==> src/rtl/psc_pkg.sv <==
// Shared types and codes for the square-wave channel: command codes, register
// indexes, the register set and the payload of the input and result channels.
// No dependencies.
`default_nettype none

package psc_pkg;

  localparam int CmdW   = 3;
  localparam int FreqW  = 11;
  localparam int LenW   = 8;
  localparam int VolW   = 4;
  localparam int CfgIdxW = 3;
  localparam int CfgDataW = 4;

  // Command codes carried in the command field.
  localparam logic [CmdW-1:0] CMD_TIMER   = 3'd0;
  localparam logic [CmdW-1:0] CMD_QUARTER = 3'd1;
  localparam logic [CmdW-1:0] CMD_HALF    = 3'd2;
  localparam logic [CmdW-1:0] CMD_NOTE    = 3'd3;
  localparam logic [CmdW-1:0] CMD_SOFTRST = 3'd4;

  // Configuration register indexes.
  localparam logic [CfgIdxW-1:0] REG_DUTY_SELECT     = 3'd0;
  localparam logic [CfgIdxW-1:0] REG_CONSTANT_VOLUME = 3'd1;
  localparam logic [CfgIdxW-1:0] REG_VOLUME_PERIOD   = 3'd2;
  localparam logic [CfgIdxW-1:0] REG_LENGTH_HALT     = 3'd3;
  localparam logic [CfgIdxW-1:0] REG_SWEEP_ENABLE    = 3'd4;
  localparam logic [CfgIdxW-1:0] REG_SWEEP_PERIOD    = 3'd5;
  localparam logic [CfgIdxW-1:0] REG_SWEEP_SHIFT     = 3'd6;
  localparam logic [CfgIdxW-1:0] REG_SWEEP_NEGATE    = 3'd7;

  typedef struct packed {
    logic [1:0]      duty_select;
    logic            constant_volume;
    logic [VolW-1:0] volume_period;
    logic            length_halt;
    logic            sweep_enable;
    logic [2:0]      sweep_period;
    logic [2:0]      sweep_shift;
    logic            sweep_negate;
  } cfg_t;

  typedef struct packed {
    logic [CmdW-1:0]  command;
    logic             frame_clocking_length;
    logic [FreqW-1:0] note_period;
    logic [LenW-1:0]  note_length;
    logic             channel_enable;
  } in_item_t;

  typedef struct packed {
    logic [VolW-1:0] sample;
    logic            sample_ready;
    logic            length_active;
  } out_item_t;

endpackage

`default_nettype wire

==> src/rtl/psc_if.sv <==
// Valid/ready channel interfaces for the command items and the result items.
// Depends on psc_pkg for the payload types.
`default_nettype none

interface psc_in_if;
  logic               valid;
  logic               ready;
  psc_pkg::in_item_t  data;

  modport source (output valid, output data, input ready);
  modport sink   (input valid, input data, output ready);
endinterface

interface psc_out_if;
  logic               valid;
  logic               ready;
  psc_pkg::out_item_t data;

  modport source (output valid, output data, input ready);
  modport sink   (input valid, input data, output ready);
endinterface

`default_nettype wire

==> src/rtl/psc_cfg.sv <==
// Configuration register bank of the square-wave channel.
// Depends on psc_pkg for the register indexes and the register set type.
`default_nettype none

module psc_cfg (
  input  wire logic                          clk,
  input  wire logic                          rst_n,
  input  wire logic                          cfg_we,
  input  wire logic [psc_pkg::CfgIdxW-1:0]   cfg_index,
  input  wire logic [psc_pkg::CfgDataW-1:0]  cfg_data,
  output psc_pkg::cfg_t                      cfg
);

  psc_pkg::cfg_t cfg_r;
  psc_pkg::cfg_t cfg_nxt;

  always_comb begin
    cfg_nxt = cfg_r;
    if (cfg_we) begin
      case (cfg_index)
        psc_pkg::REG_DUTY_SELECT:     cfg_nxt.duty_select     = cfg_data[1:0];
        psc_pkg::REG_CONSTANT_VOLUME: cfg_nxt.constant_volume = cfg_data[0];
        psc_pkg::REG_VOLUME_PERIOD:   cfg_nxt.volume_period   = cfg_data;
        psc_pkg::REG_LENGTH_HALT:     cfg_nxt.length_halt     = cfg_data[0];
        psc_pkg::REG_SWEEP_ENABLE:    cfg_nxt.sweep_enable    = cfg_data[0];
        psc_pkg::REG_SWEEP_PERIOD:    cfg_nxt.sweep_period    = cfg_data[2:0];
        psc_pkg::REG_SWEEP_SHIFT:     cfg_nxt.sweep_shift     = cfg_data[2:0];
        psc_pkg::REG_SWEEP_NEGATE:    cfg_nxt.sweep_negate    = cfg_data[0];
        default:                      cfg_nxt = cfg_r;
      endcase
    end
  end

  always_ff @(posedge clk) begin
    if (!rst_n) begin
      cfg_r <= '0;
    end else begin
      cfg_r <= cfg_nxt;
    end
  end

  assign cfg = cfg_r;

endmodule

`default_nettype wire

==> src/rtl/psc_core.sv <==
// Channel state and its single-pass update: timer, duty sequencer, envelope,
// length counter and sweep. Depends on psc_pkg for command codes and types.
`default_nettype none

module psc_core (
  input  wire logic            clk,
  input  wire logic            rst_n,
  input  wire logic            accept,
  input  psc_pkg::in_item_t    item,
  input  psc_pkg::cfg_t        cfg,
  output psc_pkg::out_item_t   result
);

  typedef struct packed {
    logic [psc_pkg::FreqW-1:0] frequency;
    logic [12:0]               timer_count;
    logic [2:0]                duty_step;
    logic [3:0]                env_level;
    logic [4:0]                env_divider;
    logic                      env_start;
    logic [3:0]                volume_out;
    logic [psc_pkg::LenW-1:0]  length_count;
    logic [psc_pkg::LenW-1:0]  length_reload_value;
    logic                      length_reload_pending;
    logic                      length_reload_allowed;
    logic [3:0]                sweep_divider;
    logic                      sweep_restart;
    logic [3:0]                level_out;
    logic                      halt_latched;
  } state_t;

  state_t st_r;
  state_t st_nxt;
  logic   stepped;
  logic [psc_pkg::LenW-1:0]  len_tmp;
  logic [3:0]                sdiv_tmp;
  logic [psc_pkg::FreqW-1:0] delta;
  logic [11:0]               period_plus1;

  // Frequency is usable when it is at least eight and, when adding, the
  // swept target stays below the eleven-bit limit.
  function automatic logic freq_valid(input logic [10:0] freq, input logic [2:0] shift,
                                      input logic negate);
    logic [11:0] sum;
    sum = {1'b0, freq} + {1'b0, (freq >> shift)};
    return (freq >= 11'd8) && (negate || !sum[11]);
  endfunction

  function automatic logic duty_bit(input logic [1:0] sel, input logic [2:0] step);
    logic [7:0] pattern;
    case (sel)
      2'd0:    pattern = 8'b0000_0010;
      2'd1:    pattern = 8'b0000_0110;
      2'd2:    pattern = 8'b0001_1110;
      default: pattern = 8'b1111_1001;
    endcase
    return pattern[step];
  endfunction

  assign delta        = st_r.frequency >> cfg.sweep_shift;
  assign period_plus1 = {1'b0, st_r.frequency} + 12'd1;

  always_comb begin
    st_nxt   = st_r;
    stepped  = 1'b0;
    len_tmp  = st_r.length_count;
    sdiv_tmp = st_r.sweep_divider - 4'd1;
    if (accept) begin
      case (item.command)
        psc_pkg::CMD_TIMER: begin
          st_nxt.halt_latched = cfg.length_halt;
          if (st_r.length_reload_pending && st_r.length_reload_allowed &&
              !(item.frame_clocking_length && (st_r.length_count != '0))) begin
            len_tmp = st_r.length_reload_value;
          end
          st_nxt.length_count          = len_tmp;
          st_nxt.length_reload_pending = 1'b0;
          if (st_r.timer_count <= 13'd1) begin
            stepped              = 1'b1;
            st_nxt.timer_count   = {period_plus1, 1'b0};
            st_nxt.duty_step     = st_r.duty_step + 3'd1;
            if ((len_tmp != '0) &&
                freq_valid(st_r.frequency, cfg.sweep_shift, cfg.sweep_negate) &&
                duty_bit(cfg.duty_select, st_nxt.duty_step)) begin
              st_nxt.level_out = st_r.volume_out;
            end else begin
              st_nxt.level_out = 4'd0;
            end
          end else begin
            st_nxt.timer_count = st_r.timer_count - 13'd1;
          end
        end
        psc_pkg::CMD_QUARTER: begin
          if (st_r.env_start) begin
            st_nxt.env_start   = 1'b0;
            st_nxt.env_level   = 4'hF;
            st_nxt.env_divider = {1'b0, cfg.volume_period} + 5'd1;
          end else if (st_r.env_divider != 5'd0) begin
            st_nxt.env_divider = st_r.env_divider - 5'd1;
          end else begin
            st_nxt.env_divider = {1'b0, cfg.volume_period} + 5'd1;
            if (st_r.env_level != 4'd0) begin
              st_nxt.env_level = st_r.env_level - 4'd1;
            end else if (st_r.halt_latched) begin
              st_nxt.env_level = 4'hF;
            end
          end
          st_nxt.volume_out = cfg.constant_volume ? cfg.volume_period : st_nxt.env_level;
        end
        psc_pkg::CMD_HALF: begin
          if (!st_r.halt_latched && (st_r.length_count != '0)) begin
            st_nxt.length_count = st_r.length_count - 8'd1;
          end
          st_nxt.sweep_divider = sdiv_tmp;
          if (sdiv_tmp == 4'd0) begin
            st_nxt.sweep_divider = {1'b0, cfg.sweep_period} + 4'd1;
            if (cfg.sweep_enable && (cfg.sweep_shift != 3'd0) &&
                freq_valid(st_r.frequency, cfg.sweep_shift, cfg.sweep_negate)) begin
              st_nxt.frequency = cfg.sweep_negate ? (st_r.frequency - delta)
                                                  : (st_r.frequency + delta);
            end
          end
          if (st_r.sweep_restart) begin
            st_nxt.sweep_restart = 1'b0;
            st_nxt.sweep_divider = {1'b0, cfg.sweep_period} + 4'd1;
          end
        end
        psc_pkg::CMD_NOTE: begin
          st_nxt.frequency             = item.note_period;
          st_nxt.length_reload_value   = item.note_length;
          st_nxt.length_reload_allowed = item.channel_enable;
          st_nxt.length_reload_pending = 1'b1;
          st_nxt.env_start             = 1'b1;
          st_nxt.sweep_restart         = 1'b1;
        end
        psc_pkg::CMD_SOFTRST: begin
          st_nxt.length_count          = '0;
          st_nxt.length_reload_allowed = 1'b0;
        end
        default: begin
          st_nxt = st_r;
        end
      endcase
    end
  end

  always_ff @(posedge clk) begin
    if (!rst_n) begin
      st_r <= '0;
    end else begin
      st_r <= st_nxt;
    end
  end

  assign result.sample        = st_nxt.level_out;
  assign result.sample_ready  = stepped;
  assign result.length_active = (st_nxt.length_count != '0);

endmodule

`default_nettype wire

==> src/rtl/pulse_square_channel.sv <==
// Top level of the square-wave channel: register bank, channel state and the
// result register. Depends on psc_pkg, psc_if, psc_cfg and psc_core.
`default_nettype none

// Usage
// The block takes one command item at a time on in_ch (timer tick, quarter
// frame, half frame, note start or soft reset) and returns exactly one
// result item on out_ch for each: the channel level, a flag that the duty
// sequencer stepped on that item, and whether the length counter is running.
// The result is registered: an item accepted in one cycle has its result
// valid on out_ch in the next cycle. Throughput is one item per cycle
// while the receiver takes each result, set by the state update in psc_core,
// a closed loop since every command works on the state left by the one before.
// The result register parts the two channels: in_ch.ready is high whenever
// the result register is empty or its item is being taken in the same cycle.
// When the receiver stalls, the held result stays stable and in_ch.ready
// falls until it is taken, so no item is lost or repeated.
// The configuration registers are written through cfg_we, cfg_index and
// cfg_data while the channel is idle; a write takes effect once registered.
// Synchronous reset (rst_n low) clears the channel state, the configuration
// and the valid flag of the result register, but not its payload; the first
// timer tick after reset steps the sequencer at once.

module pulse_square_channel (
  input  wire logic                          clk,
  input  wire logic                          rst_n,
  psc_in_if.sink                             in_ch,
  psc_out_if.source                          out_ch,
  input  wire logic                          cfg_we,
  input  wire logic [psc_pkg::CfgIdxW-1:0]   cfg_index,
  input  wire logic [psc_pkg::CfgDataW-1:0]  cfg_data
);

  psc_pkg::cfg_t      cfg;
  psc_pkg::out_item_t result;
  psc_pkg::out_item_t out_data_r;
  logic               out_valid_r;
  logic               out_valid_nxt;
  logic               accept;

  // An item enters whenever the result register is free or draining.
  assign in_ch.ready = !out_valid_r || out_ch.ready;
  assign accept      = in_ch.valid && in_ch.ready;

  psc_cfg u_cfg (
    .clk       (clk),
    .rst_n     (rst_n),
    .cfg_we    (cfg_we),
    .cfg_index (cfg_index),
    .cfg_data  (cfg_data),
    .cfg       (cfg)
  );

  psc_core u_core (
    .clk    (clk),
    .rst_n  (rst_n),
    .accept (accept),
    .item   (in_ch.data),
    .cfg    (cfg),
    .result (result)
  );

  // The result register holds its item until the receiver takes it.
  always_comb begin
    out_valid_nxt = out_valid_r;
    if (accept) begin
      out_valid_nxt = 1'b1;
    end else if (out_ch.ready) begin
      out_valid_nxt = 1'b0;
    end
  end

  always_ff @(posedge clk) begin
    if (!rst_n) begin
      out_valid_r <= 1'b0;
    end else begin
      out_valid_r <= out_valid_nxt;
    end
  end

  // Payload needs no reset; it is loaded with every accepted item.
  always_ff @(posedge clk) begin
    if (accept) begin
      out_data_r <= result;
    end
  end

  assign out_ch.valid = out_valid_r;
  assign out_ch.data  = out_data_r;

endmodule

`default_nettype wire

==> src/flat_wrapper.sv <==
// flat-port wrapper written by rule: the top's interface ports become plain ports
module pulse_square_channel_flat 
  (clk, rst_n, cfg_we, cfg_index, cfg_data, in_ch_valid, in_ch_data, in_ch_ready, out_ch_valid, out_ch_data, out_ch_ready);
  psc_in_if in_ch_i ();
  psc_out_if out_ch_i ();
  input  wire logic clk;
  input  wire logic rst_n;
  input  wire logic cfg_we;
  input  wire logic [psc_pkg::CfgIdxW-1:0] cfg_index;
  input  wire logic [psc_pkg::CfgDataW-1:0] cfg_data;
  input wire logic [$bits(in_ch_i.valid)-1:0] in_ch_valid;
  input wire logic [$bits(in_ch_i.data)-1:0] in_ch_data;
  output wire logic [$bits(in_ch_i.ready)-1:0] in_ch_ready;
  output wire logic [$bits(out_ch_i.valid)-1:0] out_ch_valid;
  output wire logic [$bits(out_ch_i.data)-1:0] out_ch_data;
  input wire logic [$bits(out_ch_i.ready)-1:0] out_ch_ready;
  assign in_ch_i.valid = in_ch_valid;
  assign in_ch_i.data = in_ch_data;
  assign in_ch_ready = in_ch_i.ready;
  assign out_ch_valid = out_ch_i.valid;
  assign out_ch_data = out_ch_i.data;
  assign out_ch_i.ready = out_ch_ready;
  pulse_square_channel u_core (.clk(clk), .rst_n(rst_n), .in_ch(in_ch_i), .out_ch(out_ch_i), .cfg_we(cfg_we), .cfg_index(cfg_index), .cfg_data(cfg_data));
endmodule
==> config.mk <==
export PLATFORM = sky130hd
export DESIGN_NAME = pulse_square_channel_flat
export DESIGN_NICKNAME = d
export VERILOG_FILES = /design/src/rtl/psc_pkg.sv /design/src/rtl/psc_if.sv /design/src/rtl/psc_cfg.sv /design/src/rtl/psc_core.sv /design/src/rtl/pulse_square_channel.sv /design/src/flat_wrapper.sv
export SDC_FILE = /design/constraint.sdc
export NUM_CORES = 1
export LEC_CHECK = 0
export BUFFER_PORTS_ARGS = -buffer_cell sky130_fd_sc_hd__buf_4
export CAP_MARGIN = 20
export CORE_UTILIZATION = 59
export DETAILED_ROUTE_END_ITERATION = 10
export PLACE_DENSITY = 0.78
export SLEW_MARGIN = 10
export SYNTH_ARGS = -nofsm -noshare
export SYNTH_HDL_FRONTEND = slang
export SYNTH_HIERARCHICAL = 1
export SYNTH_SLANG_ARGS = --single-unit
==> constraint.sdc <==
create_clock -name clk -period 4.4 [get_ports clk]
set_input_delay 0.88 -clock clk [delete_from_list [all_inputs] [get_ports clk]]
set_output_delay 0.88 -clock clk [all_outputs]
set_load 0.05 [all_outputs]
==> metrics.yaml, run 1 <==
outcome: "complete, no violations"
r2r_end: "u_core/u_core/st_r[67]"
layout_setup_ws_ns: 0.460
area_delta_synth_final_pct: 9.40
cap_violations: 0
cts_made_buffers: 9
coreArea_um2: 10300
hold_viol: 0
yosys_warnings: 6
grt-ovfl-total: 0
fin_crit_ns: 3.94
worstSetupStartpoint: "u_core/u_core/st_r[65]"
cts_resized: 0
pre_cts_ws_ns: 0.555
grtUsageTotal_pct: 30.5
post_cts_hold_buffer_count: 0
setup_viol: 0
path_clk_slew_ns: 0.10
die_h_um: 105
vias: 5831
synth_cell_types: 78
slew_violations: 0
synth_area_leaders: "dfxtp_1 28%, ha_1 7.4%, nand2_1 7.0%"
p_clk_share_pct: 30.5
antennaDiodeCount: 0
yosysTopAreaCellShare_pct: 27.6
synthFlopType: "dfxtp_1"
syn_inst: 785
reg2regPathDepth: 18
multi_input_area_um2: 4030
critPathKind: "register to register"
mostFrequentLayoutCells: "116 x nand2_1, 86 x dfxtp_1, 78 x nor2_1, 56 x a21oi_1, 53 x buf_4"
clock_tree.buffer_depth: 2
start_util_pct: 60.8
end_kind: "register"
seqCellArea_um2: 1900
post_cts_buffers: 0
holdWs_ns: 0.459
finalCritPeriodShare_pct: 89.5
min_path_type: "register to register"
gp_congestion: 0.942
grt_max_degree: 30
cts_tree: "yes"
r2r_start: "u_core/u_core/st_r[65]"
rsz0062_at_grt: "no"
setup_tns_ns: 0
tightest_slew_ns: 1.09
synth_seq_cells: 92
row_count: 37
slowest_stage: "dfxtp_1"
synth-edff-count: 6
insertion_delay_ns: 0.39
cpLargestDelayFamily: "compound AO/OA/AOI/OAI gates"
min_to: "u_core/u_core/st_r[29]"
die_width_um: 105
routed_wl_um: 16100
synth_fp_nets: 859
power.internal_w: 0.00133
startpoint_type: "register"
rrSetupSlack_ns: 0.46
cts-root-buf: "clkbuf_8"
cellPowerDensity_nw_per_um2: 284
syn_area_um2: 6240
drtAntennaViolNets: 0
ys_async_sr_fraction_pct: 0
worst-path-buf-inv: 2
io-pin-count: 44
arrival_ns: 4.23
synth-seq-area-share_pct: 30.5
hpwlAfterDp_um: 11800
pwr-share-seq_pct: 45.9
max-slew-margin-rel_pct: 26.7
grt_pass1_wl_um: 26900
drtIter0Drc: 434
drt-pass1-iter-count: 5
layout_commonest_cell: "nand2_1"
fillerInstances: 902
worstPathCellList: "mux2i_1 > mux2_2 > o21ai_0 > inv_1 > ha_1 > inv_1 > nor3_1 > and2_1 > nor2_1 > xnor2_1 > ha_1 > or2_2 > o31ai_1 > a31oi_1 > a31oi_1 > xnor2_1 > nand2_1 > a311oi_1"
htree_levels: 3
antenna_found_initial: 0
cts_sinks: 92
comb_power_share_pct: 23.6
port-buffer-count: 43
grt_pass1_vias: 5574
finalClockSkew_ns: 0.0160
nets: 880
holdPathStages: 2
syn_area_per_cell_um2: 7.96
power_switching_w: 0.000616
p_leak_nw: 2.82
synth.largest_area_cell: "dfxtp_1"
fmax_ghz: 0.254
vias_per_cell: 6.16
crit_required_ns: 4.69
cp_max_fo: 14
ir_drop_mv: 0.299
drc_errors: 0
switching_share_pct: 31.7
layout-drive-gt1-share_pct: 12.1
crit_path_max_incr_delay_ns: 0.64
worstHoldStart: "u_core/u_core/st_r[29]"
dieArea_um2: 11000
wl_per_cell_um: 17.0
## flip-flops by register name, summed over array words and instances (netlist names)
name	flops
u_core/u_core/st_r	69
u_core/u_cfg/cfg	16
u_core/out_ch.valid	1
u_core/out_ch.data	6
## through the flow
step | total power [W] | area [um^2] | utilization, % | std cells
global route | 0.00205 | 6830 | 66.5 | 947
detailed placement | 0.00136 | 6630 | 64.5 | 930
floorplan | 0.00124 | 6240 | - | 785
finish | 0.00194 | 6830 | 66.5 | 947
global placement | 0.00134 | 6630 | 64.5 | 930
CTS | 0.00195 | 6830 | 66.4 | 946
## Yosys cell counts (all sizes together), types with 6 or more instances
| library cell | count |
|---|---|
| nor4 | 9 |
| a311oi | 10 |
| mux2i | 23 |
| nand3 | 13 |
| ha | 37 |
| mux2 | 7 |
| a22oi | 6 |
| or4 | 7 |
| and2 | 8 |
| a32oi | 6 |
| dfxtp | 86 |
| inv | 35 |
| o211ai | 8 |
| nor2 | 78 |
| o21ai | 40 |
| nor2b | 11 |
| edfxtp | 6 |
| xnor2 | 26 |
| buf | 12 |
| nor3b | 6 |
| a31oi | 8 |
| a211oi | 8 |
| xor2 | 9 |
| nor3 | 29 |
| clkbuf | 32 |
| nand2 | 117 |
| a21o | 13 |
| a21oi | 56 |
## worst reg2reg max path: stages (launching register included)
cell      delay [ns]
dfxtp_1         0.64
mux2i_1         0.14
mux2_2          0.30
o21ai_0         0.40
inv_1           0.10
ha_1            0.21
inv_1           0.08
nor3_1          0.06
and2_1          0.17
nor2_1          0.11
xnor2_1         0.14
ha_1            0.27
or2_2           0.30
o31ai_1         0.07
a31oi_1         0.10
a31oi_1         0.23
xnor2_1         0.15
nand2_1         0.09
a311oi_1        0.26
## power groups by stage
stage | Sequential [W] | Clock, W | Combinational [W]
after floorplan | 0.000906 | 0 | 0.000337
after global placement | 0.000908 | 0 | 0.000437
after detailed placement | 0.000910 | 0 | 0.000449
after CTS | 0.000891 | 0.000603 | 0.000453
after global routing | 0.000895 | 0.000643 | 0.000509
final | 0.000892 | 0.000592 | 0.000459
## final cells by class
class / count / share of cell area, %
clock inverters: 6 / 1.01
repair buffers: 54 / 5.90
multi-input cells: 614 / 59.0
clock buffers: 10 / 1.87
well taps: 136 / 2.49
flip-flops and latches: 92 / 27.8
inverters: 35 / 1.92
## worst max path at each step
stage | end | slack (ns) | depth (start not counted)
2_1_floorplan | u_core/u_core/st_r[67] | 0.77 | 19
3_3_place_gp | u_core/u_core/st_r[67] | 0.72 | 17
3_5_place_dp | u_core/u_core/st_r[67] | 0.55 | 18
4_1_cts | u_core/u_core/st_r[67] | 0.52 | 18
5_1_grt | u_core/u_core/st_r[67] | 0.11 | 18
6_report | u_core/u_core/st_r[67] | 0.46 | 18
## per-layer routing
metal  part of all wire, %  GRT usage, %
met5                     0             0
met4                   1.4          9.66
met3                   7.3          7.17
met2                    46          49.0
met1                    45          40.5
## cell families (layout without fill, tap and decap cells)
logic type                 count (synthesis)  in the layout  share of synthesized area (%)
muxes                                     35             35                           6.81
adders and majority gates                 38             38                           7.73
and+or+nand+nor                          318            318                           25.0
DFF                                       92             92                           30.5
AOI/OAI and AO/OA                        188            188                           20.0
xor gates and xnor gates                  35             35                           4.91
buffers and inverters                     79            105                           5.13
(Power assumes the default switching activity.)
==> run 2, diff against run 1 <==
--- a/config.mk
+++ b/config.mk
@@ -5,9 +5,10 @@
 export SDC_FILE = /design/constraint.sdc
 export NUM_CORES = 1
 export LEC_CHECK = 0
-export BUFFER_PORTS_ARGS = -buffer_cell sky130_fd_sc_hd__buf_4
+export BUFFER_PORTS_ARGS = -buffer_cell sky130_fd_sc_hd__buf_2
 export CAP_MARGIN = 20
 export CORE_UTILIZATION = 59
+export CTS_CLUSTER_SIZE = 14
 export DETAILED_ROUTE_END_ITERATION = 10
 export PLACE_DENSITY = 0.78
 export SLEW_MARGIN = 10
==> run 2 against run 1 <==
- clock-buffer cell count shrank 1
- clock skew shrank 0.0097 ns
- flip-flop and latch count is the same
- combinational power shrank 2%
- design area shrank 0.99%
- critical path type unchanged
- clock power grew 3.5%
- highest routed layer unchanged
==> metrics.yaml, run 2 (synthesis results as in run 1) <==
slew_violations: 0
start_util_pct: 60.8
layoutNonFillerInstCount: 949
holdPathStages: 2
min_path_type: "register to register"
routed_wl_um: 15600
wl_per_cell_um: 16.5
hold_viol: 0
finalCritPeriodShare_pct: 87.6
max-slew-margin-rel_pct: 33.3
end_kind: "register"
rrSetupSlack_ns: 0.55
post_cts_hold_buffer_count: 0
critPathKind: "register to register"
drtAntennaViolNets: 0
cts-root-buf: "clkbuf_8"
grtUsageTotal_pct: 29.9
antenna_found_initial: 0
cpLargestDelayFamily: "compound AO/OA/AOI/OAI gates"
row_count: 37
grt_pass1_vias: 5439
drtIter0Drc: 450
arrival_ns: 4.17
dieArea_um2: 11000
power_switching_w: 0.000630
cp_max_fo: 11
drt-pass1-iter-count: 5
area_delta_synth_final_pct: 8.32
antennaDiodeCount: 0
clock_tree.buffer_depth: 2
rsz0062_at_grt: "no"
grt-ovfl-total: 0
cts_made_buffers: 9
vias: 5829
grt_max_degree: 40
fmax_ghz: 0.259
crit_required_ns: 4.71
die_h_um: 105
nets: 882
comb_power_share_pct: 23.0
outcome: "complete, no violations"
pwr-share-seq_pct: 45.6
layout-drive-gt1-share_pct: 12.7
grt_pass1_wl_um: 26400
startpoint_type: "register"
drc_errors: 0
grt_use_met2_pct: 46.4
htree_levels: 3
insertion_delay_ns: 0.40
multi_input_area_um2: 4030
regMostFlops: "u_core/u_core/st_r"
p_clk_share_pct: 31.4
r2r_end: "u_core/u_core/st_r[67]"
layout_commonest_cell: "nand2_1"
grt.busiest_layer: "met2"
setup_tns_ns: 0
cts_sinks: 92
gr-usage-met3_pct: 6.67
min_to: "u_core/u_core/st_r[31]"
fin_crit_ns: 3.85
cap_violations: 0
switching_share_pct: 32.3
slowest_stage: "dfxtp_1"
dp.cells: 931
coreArea_um2: 10300
post_cts_buffers: 0
reg2regPathDepth: 18
cts_tree: "yes"
met1_usage_pct: 39.8
power.internal_w: 0.00132
gp_congestion: 0.974
crit_path_max_incr_delay_ns: 0.59
p_leak_nw: 2.81
ir_drop_mv: 0.237
path_clk_slew_ns: 0.10
vias_per_cell: 6.14
die_width_um: 105
finalClockSkew_ns: 0.00629
setup_viol: 0
mostFrequentLayoutCells: "116 x nand2_1, 86 x dfxtp_1, 78 x nor2_1, 56 x a21oi_1, 43 x buf_2"
cellPowerDensity_nw_per_um2: 288
port-buffer-count: 43
fillerInstances: 902
cts_resized: 0
worstHoldStart: "u_core/u_core/st_r[31]"
seqCellArea_um2: 1900
worstPathCellList: "mux2i_1 > mux2_2 > o21ai_0 > inv_1 > ha_1 > inv_1 > nor3_1 > and2_1 > nor2_1 > xnor2_1 > ha_1 > or2_2 > o31ai_1 > a31oi_1 > a31oi_1 > xnor2_1 > nand2_1 > a311oi_1"
worst-path-buf-inv: 2
largest_reg_flops: 69
r2r_start: "u_core/u_core/st_r[63]"
hpwlAfterDp_um: 11400
tightest_slew_ns: 0.997
io-pin-count: 44
run 2: worst max-delay path by stage:
stage	from	to	slack, ns	depth (start not counted)
6_report	u_core/u_core/st_r[63]	u_core/u_core/st_r[67]	0.55	18
5_1_grt	u_core/u_cfg/cfg[3]	u_core/u_core/st_r[67]	0.22	17
4_1_cts	u_core/u_cfg/cfg[3]	u_core/u_core/st_r[67]	0.58	17
3_5_place_dp	u_core/u_cfg/cfg[3]	u_core/u_core/st_r[67]	0.62	17
3_3_place_gp	u_core/u_cfg/cfg[3]	u_core/u_core/st_r[67]	0.73	17
2_1_floorplan	u_core/u_cfg/cfg[2]	u_core/u_core/st_r[67]	0.77	19
run 2: layout make-up:
cell class | count | area share, %
clock inverters | 7 | 1.26
repair buffers | 56 | 4.77
multi-input cells | 614 | 59.6
clock buffers | 9 | 1.83
inverters | 35 | 1.94
well taps | 136 | 2.52
flip-flops and latches | 92 | 28.1
run 2: per-stage QoR:
stage | hold WS [ns] | setup WS [ns] | total power (W) | cell area, um^2 | utilization, %
2_1_floorplan | 0.430 | 0.774 | 0.00124 | 6240 | -
3_3_place_gp | 0.444 | 0.726 | 0.00133 | 6520 | 63.5
3_5_place_dp | 0.446 | 0.618 | 0.00135 | 6540 | 63.7
4_1_cts | 0.460 | 0.576 | 0.00196 | 6750 | 65.7
5_1_grt | 0.473 | 0.223 | 0.00205 | 6760 | 65.8
6_report | 0.461 | 0.545 | 0.00195 | 6760 | 65.8
run 2: per-layer routing:
layer  part of all wire [%]  vias up
met4                    2.2        0
met2                     45      214
met1                     46     2729
li1                       -     2861
met3                    6.7       25
met5                      0        -
run 2: worst min-delay path, stage by stage (launching register included):
cell and delay [ns]:
dfxtp_1 0.32, nand2_1 0.05, a21oi_1 0.05
run 2: power groups by stage:
stage / clock network [W] / logic [W] / registers [W]
after floorplan: 0 / 0.000337 / 0.000906
after global placement: 0 / 0.000427 / 0.000906
after detailed placement: 0 / 0.000440 / 0.000907
after CTS: 0.000624 / 0.000444 / 0.000888
after global routing: 0.000658 / 0.000500 / 0.000893
final: 0.000613 / 0.000449 / 0.000889
